<file path="src/rtl/core/lpto_pkg.sv">
package lpto_pkg;
    localparam int MAX_TASKS_DEF = 64;
    localparam int TIME_W = 11;
    localparam int IDX_W = 6;
endpackage

</file>
<file path="src/rtl/core/lpto_ram.sv">
module lpto_ram #(
    parameter int DEPTH = 64,
    parameter int WIDTH = 11
) (
    input  logic                     aclk,
    input  logic                     we,
    input  logic [$clog2(DEPTH)-1:0] waddr,
    input  logic [WIDTH-1:0]         wdata,
    input  logic [$clog2(DEPTH)-1:0] raddr,
    output logic [WIDTH-1:0]         rdata
);
    logic [WIDTH-1:0] mem [DEPTH];

    always_ff @(posedge aclk) begin
        if (we) begin
            mem[waddr] <= wdata;
        end
        rdata <= mem[raddr];
    end
endmodule

</file>
<file path="src/rtl/core/lifo_preemptive_task_order.sv">
// LIFO preemptive task order.
// Input channel s_axis: one request per task. s_axis_tdata holds start_minute
// in bits 10:0 and duration in bits 21:11; s_axis_tlast marks the last task.
// Output channel m_axis: one request per completed task. m_axis_tdata holds
// the 6-bit arrival index; m_axis_tlast marks the final completion.
// Loading accepts one task per cycle. After the last task the block runs a
// stable insertion sort in memory by start minute, then simulates execution
// task by task, pushing a preempted task on the stack and popping stacked
// tasks as time allows; each completion passes through the output register.
// Each step waits on the registered memory read.
// Each completion waits in the output register until taken; a stall on the
// output simply holds the sequencer. No new task is accepted until the run
// is finished and the last completion is taken.
// Reset clears the sequencer, the task count and the stack depth; the
// memories are not cleared, since only entries written in the current set
// are ever read.
module lifo_preemptive_task_order #(
    parameter int MAX_TASKS = lpto_pkg::MAX_TASKS_DEF
) (
    input  logic        aclk,
    input  logic        aresetn,
    input  logic        s_axis_tvalid,
    output logic        s_axis_tready,
    input  logic [23:0] s_axis_tdata,   // start_minute[10:0], duration[21:11]
    input  logic        s_axis_tlast,
    output logic        m_axis_tvalid,
    input  logic        m_axis_tready,
    output logic [7:0]  m_axis_tdata,   // task_index[5:0]
    output logic        m_axis_tlast
);
    localparam int AW = (MAX_TASKS > 1) ? $clog2(MAX_TASKS) : 1;
    localparam int CW = $clog2(MAX_TASKS + 1);
    localparam int TW = lpto_pkg::TIME_W;
    localparam int IW = lpto_pkg::IDX_W;
    localparam logic [CW-1:0] FULL = CW'(MAX_TASKS);

    localparam logic [4:0] S_LOAD = 5'd0,  S_SI = 5'd1,  S_SA = 5'd2,
                           S_SB = 5'd3,  S_SC = 5'd4,  S_SD = 5'd5,
                           S_SE = 5'd6,  S_R0 = 5'd7,  S_R1 = 5'd8,
                           S_R2 = 5'd9,  S_T0 = 5'd10, S_T1 = 5'd11,
                           S_T2 = 5'd12, S_P0 = 5'd13, S_P1 = 5'd14,
                           S_P2 = 5'd15, S_L0 = 5'd16, S_L1 = 5'd17,
                           S_F0 = 5'd18, S_F1 = 5'd19, S_OUT = 5'd20,
                           S_SF = 5'd21;

    logic [4:0]    state_reg;
    logic [4:0]    ret_reg;
    logic [CW-1:0] count_reg;
    logic [CW-1:0] depth_reg;
    logic [CW-1:0] i_reg;
    logic [CW-1:0] j_reg;
    logic [AW-1:0] key_reg;
    logic [TW-1:0] keyst_reg;
    logic [AW-1:0] t_reg;
    logic [AW-1:0] p_reg;
    logic [TW:0]   time_reg;
    logic [TW:0]   next_reg;
    logic [IW-1:0] oidx_reg;
    logic          olast_reg;
    logic          ovalid_reg;

    logic          st_we, rm_we, so_we, ps_we;
    logic [AW-1:0] st_wa, rm_wa, so_wa, ps_wa;
    logic [AW-1:0] st_ra, rm_ra, so_ra, ps_ra;
    logic [TW-1:0] st_wd, rm_wd, st_rd, rm_rd;
    logic [AW-1:0] so_wd, ps_wd, so_rd, ps_rd;

    lpto_ram #(.DEPTH(MAX_TASKS), .WIDTH(TW)) u_start (
        .aclk, .we(st_we), .waddr(st_wa), .wdata(st_wd), .raddr(st_ra), .rdata(st_rd));
    lpto_ram #(.DEPTH(MAX_TASKS), .WIDTH(TW)) u_rem (
        .aclk, .we(rm_we), .waddr(rm_wa), .wdata(rm_wd), .raddr(rm_ra), .rdata(rm_rd));
    lpto_ram #(.DEPTH(MAX_TASKS), .WIDTH(AW)) u_order (
        .aclk, .we(so_we), .waddr(so_wa), .wdata(so_wd), .raddr(so_ra), .rdata(so_rd));
    lpto_ram #(.DEPTH(MAX_TASKS), .WIDTH(AW)) u_stack (
        .aclk, .we(ps_we), .waddr(ps_wa), .wdata(ps_wd), .raddr(ps_ra), .rdata(ps_rd));

    assign s_axis_tready = (state_reg == S_LOAD);
    assign m_axis_tvalid = ovalid_reg;
    assign m_axis_tdata  = {2'b00, oidx_reg};
    assign m_axis_tlast  = olast_reg;

    logic          s_acc;
    logic [TW:0]   gap;
    logic [TW:0]   rem_ext;
    assign s_acc   = s_axis_tvalid && s_axis_tready;
    assign rem_ext = {1'b0, rm_rd};
    assign gap     = next_reg - time_reg;

    // Memory ports are driven combinationally from the state; reads land
    // in the following cycle.
    always_comb begin
        st_we = 1'b0; st_wa = count_reg[AW-1:0]; st_wd = s_axis_tdata[TW-1:0];
        rm_we = 1'b0; rm_wa = t_reg; rm_wd = rm_rd - gap[TW-1:0];
        so_we = 1'b0; so_wa = i_reg[AW-1:0]; so_wd = i_reg[AW-1:0];
        ps_we = 1'b0; ps_wa = depth_reg[AW-1:0]; ps_wd = t_reg;
        st_ra = so_rd; rm_ra = t_reg; so_ra = i_reg[AW-1:0];
        ps_ra = AW'(depth_reg - CW'(1));
        unique case (state_reg)
            S_LOAD: begin
                st_we = s_acc && (count_reg < FULL);
                rm_we = st_we;
                rm_wa = count_reg[AW-1:0];
                rm_wd = s_axis_tdata[2*TW-1:TW];
            end
            S_SI: so_we = 1'b1;
            S_SA: so_ra = i_reg[AW-1:0];
            S_SB: st_ra = so_rd;
            S_SC: so_ra = AW'(j_reg - CW'(1));
            S_SD: begin
                st_ra = so_rd;
                so_ra = AW'(j_reg - CW'(1));
            end
            S_SE: begin
                so_wa = j_reg[AW-1:0];
                if (j_reg != '0 && st_rd > keyst_reg) begin
                    so_we = 1'b1; so_wd = so_rd;
                end else begin
                    so_we = 1'b1; so_wd = key_reg;
                end
            end
            S_SF: ;
            S_R0: so_ra = '0;
            S_R1: st_ra = so_rd;
            S_R2: ;
            S_T0: so_ra = AW'(i_reg + CW'(1));
            S_T1: begin st_ra = so_rd; rm_ra = t_reg; end
            S_T2: begin
                if (gap < rem_ext) begin
                    rm_we = 1'b1; rm_wa = t_reg;
                    ps_we = (depth_reg < FULL);
                end
            end
            S_P0: ;
            S_P1: rm_ra = ps_rd;
            S_P2: begin
                if (gap < rem_ext) begin
                    rm_we = 1'b1; rm_wa = p_reg;
                end
            end
            S_L0: so_ra = i_reg[AW-1:0];
            S_L1: ;
            S_F0: ;
            S_F1: so_ra = AW'(i_reg + CW'(1));
            S_OUT: ;
            default: ;
        endcase
    end

    always_ff @(posedge aclk) begin
        if (!aresetn) begin
            state_reg  <= S_LOAD;
            count_reg  <= '0;
            depth_reg  <= '0;
            ovalid_reg <= 1'b0;
            ret_reg    <= S_LOAD;
        end else begin
            unique case (state_reg)
                S_LOAD: if (s_acc) begin
                    if (count_reg < FULL) count_reg <= count_reg + CW'(1);
                    if (s_axis_tlast) begin
                        i_reg <= '0;
                        state_reg <= S_SI;
                    end
                end
                S_SI: begin
                    if (i_reg + CW'(1) >= count_reg) begin
                        i_reg <= CW'(1);
                        state_reg <= S_SA;
                    end else begin
                        i_reg <= i_reg + CW'(1);
                    end
                end
                S_SA: state_reg <= (i_reg >= count_reg) ? S_R0 : S_SB;
                S_SB: begin
                    key_reg <= so_rd;
                    j_reg <= i_reg;
                    state_reg <= S_SF;
                end
                S_SF: begin
                    keyst_reg <= st_rd;
                    state_reg <= S_SC;
                end
                S_SC: state_reg <= S_SD;
                S_SD: state_reg <= S_SE;
                S_SE: begin
                    if (j_reg != '0 && st_rd > keyst_reg) begin
                        j_reg <= j_reg - CW'(1);
                        state_reg <= S_SC;
                    end else begin
                        i_reg <= i_reg + CW'(1);
                        state_reg <= S_SA;
                    end
                end
                S_R0: begin i_reg <= '0; depth_reg <= '0; state_reg <= S_R1; end
                S_R1: state_reg <= S_R2;
                S_R2: begin
                    time_reg <= {1'b0, st_rd};
                    state_reg <= (count_reg <= CW'(1)) ? S_L0 : S_T0;
                end
                S_T0: begin t_reg <= so_rd; state_reg <= S_T1; end
                S_T1: state_reg <= S_F0;
                S_F0: begin next_reg <= {1'b0, st_rd}; state_reg <= S_T2; end
                S_T2: begin
                    if (gap >= rem_ext) begin
                        time_reg <= time_reg + rem_ext;
                        oidx_reg <= IW'(t_reg);
                        olast_reg <= 1'b0;
                        ovalid_reg <= 1'b1;
                        ret_reg <= S_P0;
                        state_reg <= S_OUT;
                    end else begin
                        if (depth_reg < FULL) depth_reg <= depth_reg + CW'(1);
                        state_reg <= S_F1;
                    end
                end
                S_P0: state_reg <= (depth_reg == '0) ? S_F1 : S_P1;
                S_P1: begin p_reg <= ps_rd; state_reg <= S_P2; end
                S_P2: begin
                    if (gap >= rem_ext) begin
                        time_reg <= time_reg + rem_ext;
                        depth_reg <= depth_reg - CW'(1);
                        oidx_reg <= IW'(p_reg);
                        olast_reg <= 1'b0;
                        ovalid_reg <= 1'b1;
                        ret_reg <= S_P0;
                        state_reg <= S_OUT;
                    end else begin
                        state_reg <= S_F1;
                    end
                end
                S_F1: begin
                    time_reg <= next_reg;
                    i_reg <= i_reg + CW'(1);
                    state_reg <= (i_reg + CW'(2) < count_reg) ? S_T0 : S_L0;
                end
                S_L0: state_reg <= S_L1;
                S_L1: begin
                    // Final task of the order, then the stack drains from the top.
                    if (i_reg < count_reg) begin
                        oidx_reg <= IW'(so_rd);
                        i_reg <= count_reg;
                    end else begin
                        oidx_reg <= IW'(ps_rd);
                        depth_reg <= depth_reg - CW'(1);
                    end
                    olast_reg <= (i_reg < count_reg) ? (depth_reg == '0)
                                                     : (depth_reg == CW'(1));
                    ovalid_reg <= 1'b1;
                    ret_reg <= S_L0;
                    state_reg <= S_OUT;
                end
                S_OUT: if (m_axis_tready) begin
                    ovalid_reg <= 1'b0;
                    if (olast_reg) begin
                        count_reg <= '0;
                        depth_reg <= '0;
                        state_reg <= S_LOAD;
                    end else begin
                        state_reg <= ret_reg;
                    end
                end
                default: state_reg <= S_LOAD;
            endcase
        end
    end
endmodule
</file>
<file path="config.mk">
export PLATFORM = sky130hd
export DESIGN_NAME = lifo_preemptive_task_order
export DESIGN_NICKNAME = d
export VERILOG_FILES = /design/src/rtl/core/lpto_pkg.sv /design/src/rtl/core/lpto_ram.sv /design/src/rtl/core/lifo_preemptive_task_order.sv
export SDC_FILE = /design/constraint.sdc
export NUM_CORES = 2
export LEC_CHECK = 0
export BUFFER_PORTS_ARGS = -buffer_cell sky130_fd_sc_hd__buf_2
export CAP_MARGIN = 20
export CORE_MARGIN = 4
export CORE_UTILIZATION = 26
export DETAILED_ROUTE_END_ITERATION = 8
export GPL_ROUTABILITY_DRIVEN = 0
export PLACE_DENSITY = 0.37
export SYNTH_ARGS = -nofsm -noshare
export SYNTH_HDL_FRONTEND = slang
export SYNTH_SLANG_ARGS = --single-unit
</file>
<file path="constraint.sdc">
create_clock -name aclk -period 15.86 [get_ports aclk]
set_clock_uncertainty 0.15 [all_clocks]
set_input_delay 1.586 -clock aclk [delete_from_list [all_inputs] [get_ports aclk]]
set_output_delay 1.586 -clock aclk [all_outputs]
set_load 0.01 [all_outputs]
</file>
## After elaboration in Yosys (flattened, before gate mapping)

Memory sizes are Yosys's and may differ from the RTL's. A register that Yosys moved wholly into a read port is not among the register bits.
Cells that the tools add are included.

| operators by class | value |
|---|---|
| reductions and logical operators | 33 |
| order comparisons | 10 |
| add/subtract/negate cells | 9 |
| equal/unequal tests | 37 |
| muxes and demuxes | 66 |

Operators by type and width:

| kind | count |
|---|---|
| 5-bit one-hot mux with 21 select lines | 1 |
| 7-bit two-way mux | 14 |
| 6-bit two-way mux | 8 |
| 5-bit two-way mux | 9 |
| 7-bit one-hot mux with 6 select lines | 1 |
| 5-bit by 4-bit equality test with 1-bit output, second input constant | 8 |
| 12-bit one-hot mux with 3 select lines | 1 |
| 6-bit one-hot mux with 3 select lines | 2 |
| 7-bit one-hot mux with 5 select lines | 1 |
| 5-bit equality test, second input constant | 6 |
| 7-bit one-hot mux with 2 select lines | 2 |
| 2-bit != test, second input constant | 11 |
| 7-bit by 1-bit adder with 7-bit output, second input constant | 3 |
| 5-bit by 3-bit equality test with 1-bit output, second input constant | 4 |
| 1-bit two-way mux | 17 |
| 7-bit greater-or-equal comparator | 2 |
| 7-bit < comparator | 2 |
| 7-bit < comparator, second input constant | 2 |
| 7-bit by 1-bit subtractor with 7-bit output, second input constant | 2 |
| 12-bit by 11-bit adder with 12-bit output | 1 |
| 12-bit by 11-bit greater-or-equal comparator with 1-bit output | 1 |
| 12-bit by 11-bit < comparator with 1-bit output | 1 |
| 12-bit two-way mux | 1 |
| 6-bit one-hot mux with 2 select lines | 1 |
| other kinds (29) | 54 |

| word-level totals | value |
|---|---|
| memories | 4 |
| input bits | 29 |
| logic and storage cells | 174 |
| RAM bits | 2176 |
| register bits after elaboration | 98 |

Memory list:

| memory | depth | bits a word | read ports | clocked after memory_dff | write ports | line | RTL |
|---|---|---|---|---|---|---|---|
| u_rem.mem | 64 | 11 | 1 | 1 | 1 | lpto_ram.sv:12 | `logic [WIDTH-1:0] mem [DEPTH];` |
| u_start.mem | 64 | 11 | 1 | 1 | 1 | lpto_ram.sv:12 |  |
| u_order.mem | 64 | 6 | 1 | 1 | 1 | lpto_ram.sv:12 |  |
| u_stack.mem | 64 | 6 | 1 | 1 | 1 | lpto_ram.sv:12 |  |

## Depth between registers and ports, before layout

| logic depth | value |
|---|---|
| word-level depth | 6 |
| mapped depth | 24 |
| mapped depth without buffers | 22 |

## Hierarchy

Synthesis repeated with hierarchy kept, for this count alone.

| unflattened totals | value |
|---|---|
| cells, all modules | 4876 |
| area, all modules | 93241.9 sq um |

By module, submodules not included:

| module | cells an instance | instances | area an instance (sq um) |
|---|---|---|---|
| lpto_ram (u_rem ...) | 1279 | 2 | 27486.4 |
| lpto_ram (u_order) | 719 | 1 | 15227.1 |
| lpto_ram (u_stack) | 720 | 1 | 15225.9 |
| lifo_preemptive_task_order | 879 | 1 | 7816.2 |

## Worst setup path before layout

Ideal clock, no wire load.

| timing path | value |
|---|---|
| path type | reg-to-reg |
| from | register next_reg[0] |
| to | memory u_rem.mem[0][9], data pin |
| setup slack | 9619 ps |
| stages on the path, launching flop included | 16 |
| setup time | 719 ps |
| required time | 14991 ps |
| arrival time | 5371 ps |
| cell sequence | edfxtp_1 inv_1 ha_1 inv_1 fa_1 a21o_1 a21oi_1 o21bai_1 a21oi_1 o21bai_1 a21oi_1 xnor2_1 ha_1 a21boi_0 nor3_1 o31ai_1 |

| on the way | value |
|---|---|
| cells in the longest elaborated chain, start to end | 3 |

RTL lines:

| element | line | RTL |
|---|---|---|
| start: declaration | lifo_preemptive_task_order.sv:57 | `logic [TW:0] next_reg;` |
| start signal: assignment | lifo_preemptive_task_order.sv:202 | `S_F0: begin next_reg <= {1'b0, st_rd}; state_reg <= S_T2; end` |
| 11-bit by 12-bit subtractor with 12-bit output | lifo_preemptive_task_order.sv:87 | `assign gap = next_reg - time_reg;` |
| 11-bit subtractor | lifo_preemptive_task_order.sv:93 | `rm_we = 1'b0; rm_wa = t_reg; rm_wd = rm_rd - gap[TW-1:0];` |
| 11-bit two-way mux | lifo_preemptive_task_order.sv:98 | `unique case (state_reg)` |
| named net rm_wd[9] | lifo_preemptive_task_order.sv:65 | `logic [TW-1:0] st_wd, rm_wd, st_rd, rm_rd;` |
| end: declaration | lpto_ram.sv:12 |  |

The timed path passes the listed nets, and every way through them passes these cells.

## Worst setup path after layout

| timing path | value |
|---|---|
| from | register next_reg[0] |
| to | memory u_rem.mem[27][1] (enable) |

| on the way | value |
|---|---|
| cells in the longest elaborated chain, start to end | 6 |
| elaborated cells between the ends (all ways) | 8 |
| those cells by class | add/sub (1); order compare (1); mux (6) |

RTL lines:

| element | line | RTL |
|---|---|---|
| 11-bit by 12-bit subtractor with 12-bit output (*) | lifo_preemptive_task_order.sv:87 |  |
| 12-bit by 11-bit < comparator with 1-bit output (*) | lifo_preemptive_task_order.sv:128, lifo_preemptive_task_order.sv:136 |  |
| 1-bit two-way mux | lifo_preemptive_task_order.sv:128, lifo_preemptive_task_order.sv:136 |  |
| 1-bit one-hot mux with 2 select lines | lifo_preemptive_task_order.sv:98 |  |
| 1-bit two-way mux | lpto_ram.sv:15 | `if (we) begin` |
| 1-bit two-way mux (implied by the code) | lpto_ram.sv:16 | `mem[waddr] <= wdata;` |

Every way passes the cells marked *; elsewhere a longest branch is shown, timed or not.

==> metrics.md <==
| Metric | Value |
|---|---|
| Status | finished, final reports clean |
| DRC | 0 |
| PortBufs | 35 |
| Total CTS buffers | 278 |
| Final Net Count | 5369 |
| Startpoint Class | register |
| GRT Total Usage | 14.2% |
| Top FF cell, synth | edfxtp_1 |
| RSZ-0062 raised after global routing | false |
| Tmin final | 7060 ps |
| Setup TNS Final | 0 ps |
| Slew @ Worst Pin | 1090 ps |
| Final period utilization | 44.5% |
| Largest registers | u_rem.mem: 704 flops, u_start.mem: 704 flops |
| Post-route antenna net violation count | 0 |
| H-tree lvl count | 5 |
| CP max-delay cell | nor2_1 |
| Synth area leader | edfxtp_1 |
| Async set-reset flop share out of synthesis | 0% |
| Resize count post-CTS | 0 |
| Sequential Area | 68700 µm² |
| Fin. Hold Viols | 0 |
| Worst setup EP type | register |
| Critical path arrival | 7490 ps |
| Die width | 604 µm |
| EDFF count, synth | 2249 |
| Mapped cell area | 92500 µm² |
| Detailed-placement wirelength estimate | 160000 µm |
| Avg WL per Cell | 25.9 µm |
| Row count | 218 |
| Clk slew on worst S/H paths | 60 ps |
| Post-synthesis sequential area ratio | 74.2% |
| Crit path buf inv count | 3 |
| Commonest non-fill, non-tap cell in the layout | edfxtp_1 |
| Crit-path most repeated cell | a21oi_1 |
| Syn Inst Count | 4972 |
| CP Max Fanout | 10 |
| Cell family with most CP delay | compound AO/OA/AOI/OAI gates |
| Total wire length | 264000 µm |
| Cells along the critical path | inv_1 -> ha_1 -> inv_1 -> fa_1 -> a21o_1 -> a21oi_1 -> o21bai_1 -> a21oi_1 -> o21bai_1 -> a21oi_1 -> o21bai_1 -> a21oi_1 -> xnor2_1 -> ha_1 -> nand4_1 -> o32ai_1 -> a211oi_1 -> o211a_1 -> nor2_2 -> a221oi_1 -> nand2_1 -> nor2_1 -> buf_6 |
| Worst slack, placed | 8700 ps |
| Area of the multi-input gates | 22800 µm² |
| VDD IR max | 0.105 mV |
| DRT Pass-1 Iters | 7 |
| Avg Cell Area, Syn | 18.6 µm² |
| First DRT Iteration DRCs | 3832 |
| Post CTS Setup Buffer Count | 0 |
| Worst skew pair latency | 910 ps |
| Fillcell total | 34600 |
| Hold buffer count at CTS | 0 |
| Starting density of the core | 26.2% |
| Ys Warns | 0 |
| Clk sinks | 2305 |
| P_leak | 34.0 nW |
| Post-synth top area share | 73.0% |
| CTS tree | done |
| Core area | 353000 µm² |
| Most frequent cells in the layout | edfxtp_1, mux4_2, nand2_1 |
| Clk buf depth | 4 |
| Total gr overflow | 0 |
| First-pass GRT wire length | 376000 µm |
| Max-cap check violation count | 0 |
| Hold/Removal Path Class | register to register |
| Final core occ | 30.6% |
| Largest net degree at the start of global routing | 106 |
| Share of cells above drive strength 1 | 22.3% |
| CP peak stage delay | 780 ps |
| Final worst setup slack | 8800 ps |
| Setup violators final | 0 |
| Kind of critical path | register to register |
| Via count | 47100 |
| Vias in the first global route | 49300 |
| Slew Viols, Final | 0 |
| Die area | 365000 µm² |
| P&R area growth vs syn | 17.1% |
| Root buf cell | clkbuf_16 |
| Rel. slew slack | 27.4% |
| Vias per cell | 4.62 |
| Flops & latches, synth | 2305 |
| FMAX | 142 MHz |
| Pwr/cell area | 158 nW/µm² |
| Unique masters post-synth | 81 |
| CP Data Required Time | 16290 ps |
| Initial antenna violation count | 14 |
| Die Y | 604 µm |
| I/O pin count | 40 |
| Main area contributors after synthesis | edfxtp_1, mux4_2, nand2_1 |
==> worst reg2reg max path: stages (launching register included) <==
cell	delay [ps]
edfxtp_1	390
inv_1	80
ha_1	160
inv_1	60
fa_1	400
a21o_1	180
a21oi_1	230
o21bai_1	100
a21oi_1	220
o21bai_1	110
a21oi_1	240
o21bai_1	100
a21oi_1	180
xnor2_1	140
ha_1	300
nand4_1	130
o32ai_1	110
a211oi_1	510
o211a_1	470
nor2_2	170
a221oi_1	650
nand2_1	690
nor2_1	790
buf_6	230
==> final cells by class <==
type                            count  share of cell area (%)
Antenna cell                        4                 0.00924
Sequential cell                  2305                    63.4
Tap cell                         4730                    5.46
Clock buffer                      353                    6.78
Inverter                           82                   0.284
Clock inverter                    134                    1.20
Multi-Input combinational cell   2327                    21.0
Timing Repair Buffer              261                    1.84
==> synthesized netlist by cell type (15+ instances only) <==
library cell / number
ha_1: 82
mux4_2: 534
a211oi_1: 49
dfxtp_1: 56
nand4_1: 37
and3_1: 41
nand3b_1: 16
or3_1: 22
o21ai_0: 61
mux2i_1: 52
nand3_1: 141
a32oi_1: 15
nand2b_1: 15
buf_1: 51
xnor2_1: 24
buf_2: 37
nand2_1: 395
clkbuf_1: 166
a221oi_1: 26
a21o_1: 15
nor3_1: 27
a21oi_1: 83
a31oi_1: 33
inv_1: 82
o22ai_1: 16
a22oi_1: 78
xor2_1: 19
a22o_1: 24
edfxtp_1: 2249
nor2_1: 357
==> routing by layer <==
layer | track usage, % | vias up | wire [µm]
li1 | - | 20800 | -
met1 | 19.2 | 25100 | 117000
met2 | 23.9 | 951 | 131000
met3 | 1.83 | 340 | 10000
met4 | 3.64 | 0 | 6250
met5 | 0 | - | 0
==> cell families (layout without fill, tap and decap cells) <==
logic type / after synthesis / in the layout / share of synthesized area [%]
compound gates: 502 / 502 / 3.82
xor+xnor: 43 / 43 / 0.407
fa+ha+maj: 85 / 85 / 1.17
buf+inv: 341 / 830 / 1.46
flops: 2305 / 2305 / 74.2
mux: 590 / 590 / 13.6
other cells: 1 / 6 / 0.00405
simple gates: 1105 / 1105 / 5.30
==> worst paths after layout <==
| check | slack, ps | startpoint | cells past startpoint | end |
|---|---|---|---|---|
| hold / removal | 310 | u_order.rdata[2]$_DFF_P_ | 0 | key_reg[2]$_DFFE_PP_ |
| setup / recovery | 8800 | next_reg[0]$_DFFE_PP_ | 23 | u_rem.mem[27][1]$_DFFE_PP_ |
| hold reg to reg | 310 | u_order.rdata[2]$_DFF_P_ | 0 | key_reg[2]$_DFFE_PP_ |
| setup reg to reg | 8800 | next_reg[0]$_DFFE_PP_ | 23 | u_rem.mem[27][1]$_DFFE_PP_ |
==> through the flow <==
stage	instance area [µm²]	total power, mW	std cells	hold WS [ps]
after detailed placement	99600	11.2	9698	300
final	108000	17.1	10200	308
after global placement	99400	11.2	9676	292
after floorplan	92500	9.57	4973	274
after global routing	108000	17.9	10200	310
after CTS	108000	17.5	10200	311
==> power by group <==
group / switching (mW) / internal [mW]
sequential: 0.163 / 7.30
clock: 2.54 / 3.59
combinational: 2.37 / 1.12
Power figures use the tool's default switching activity.
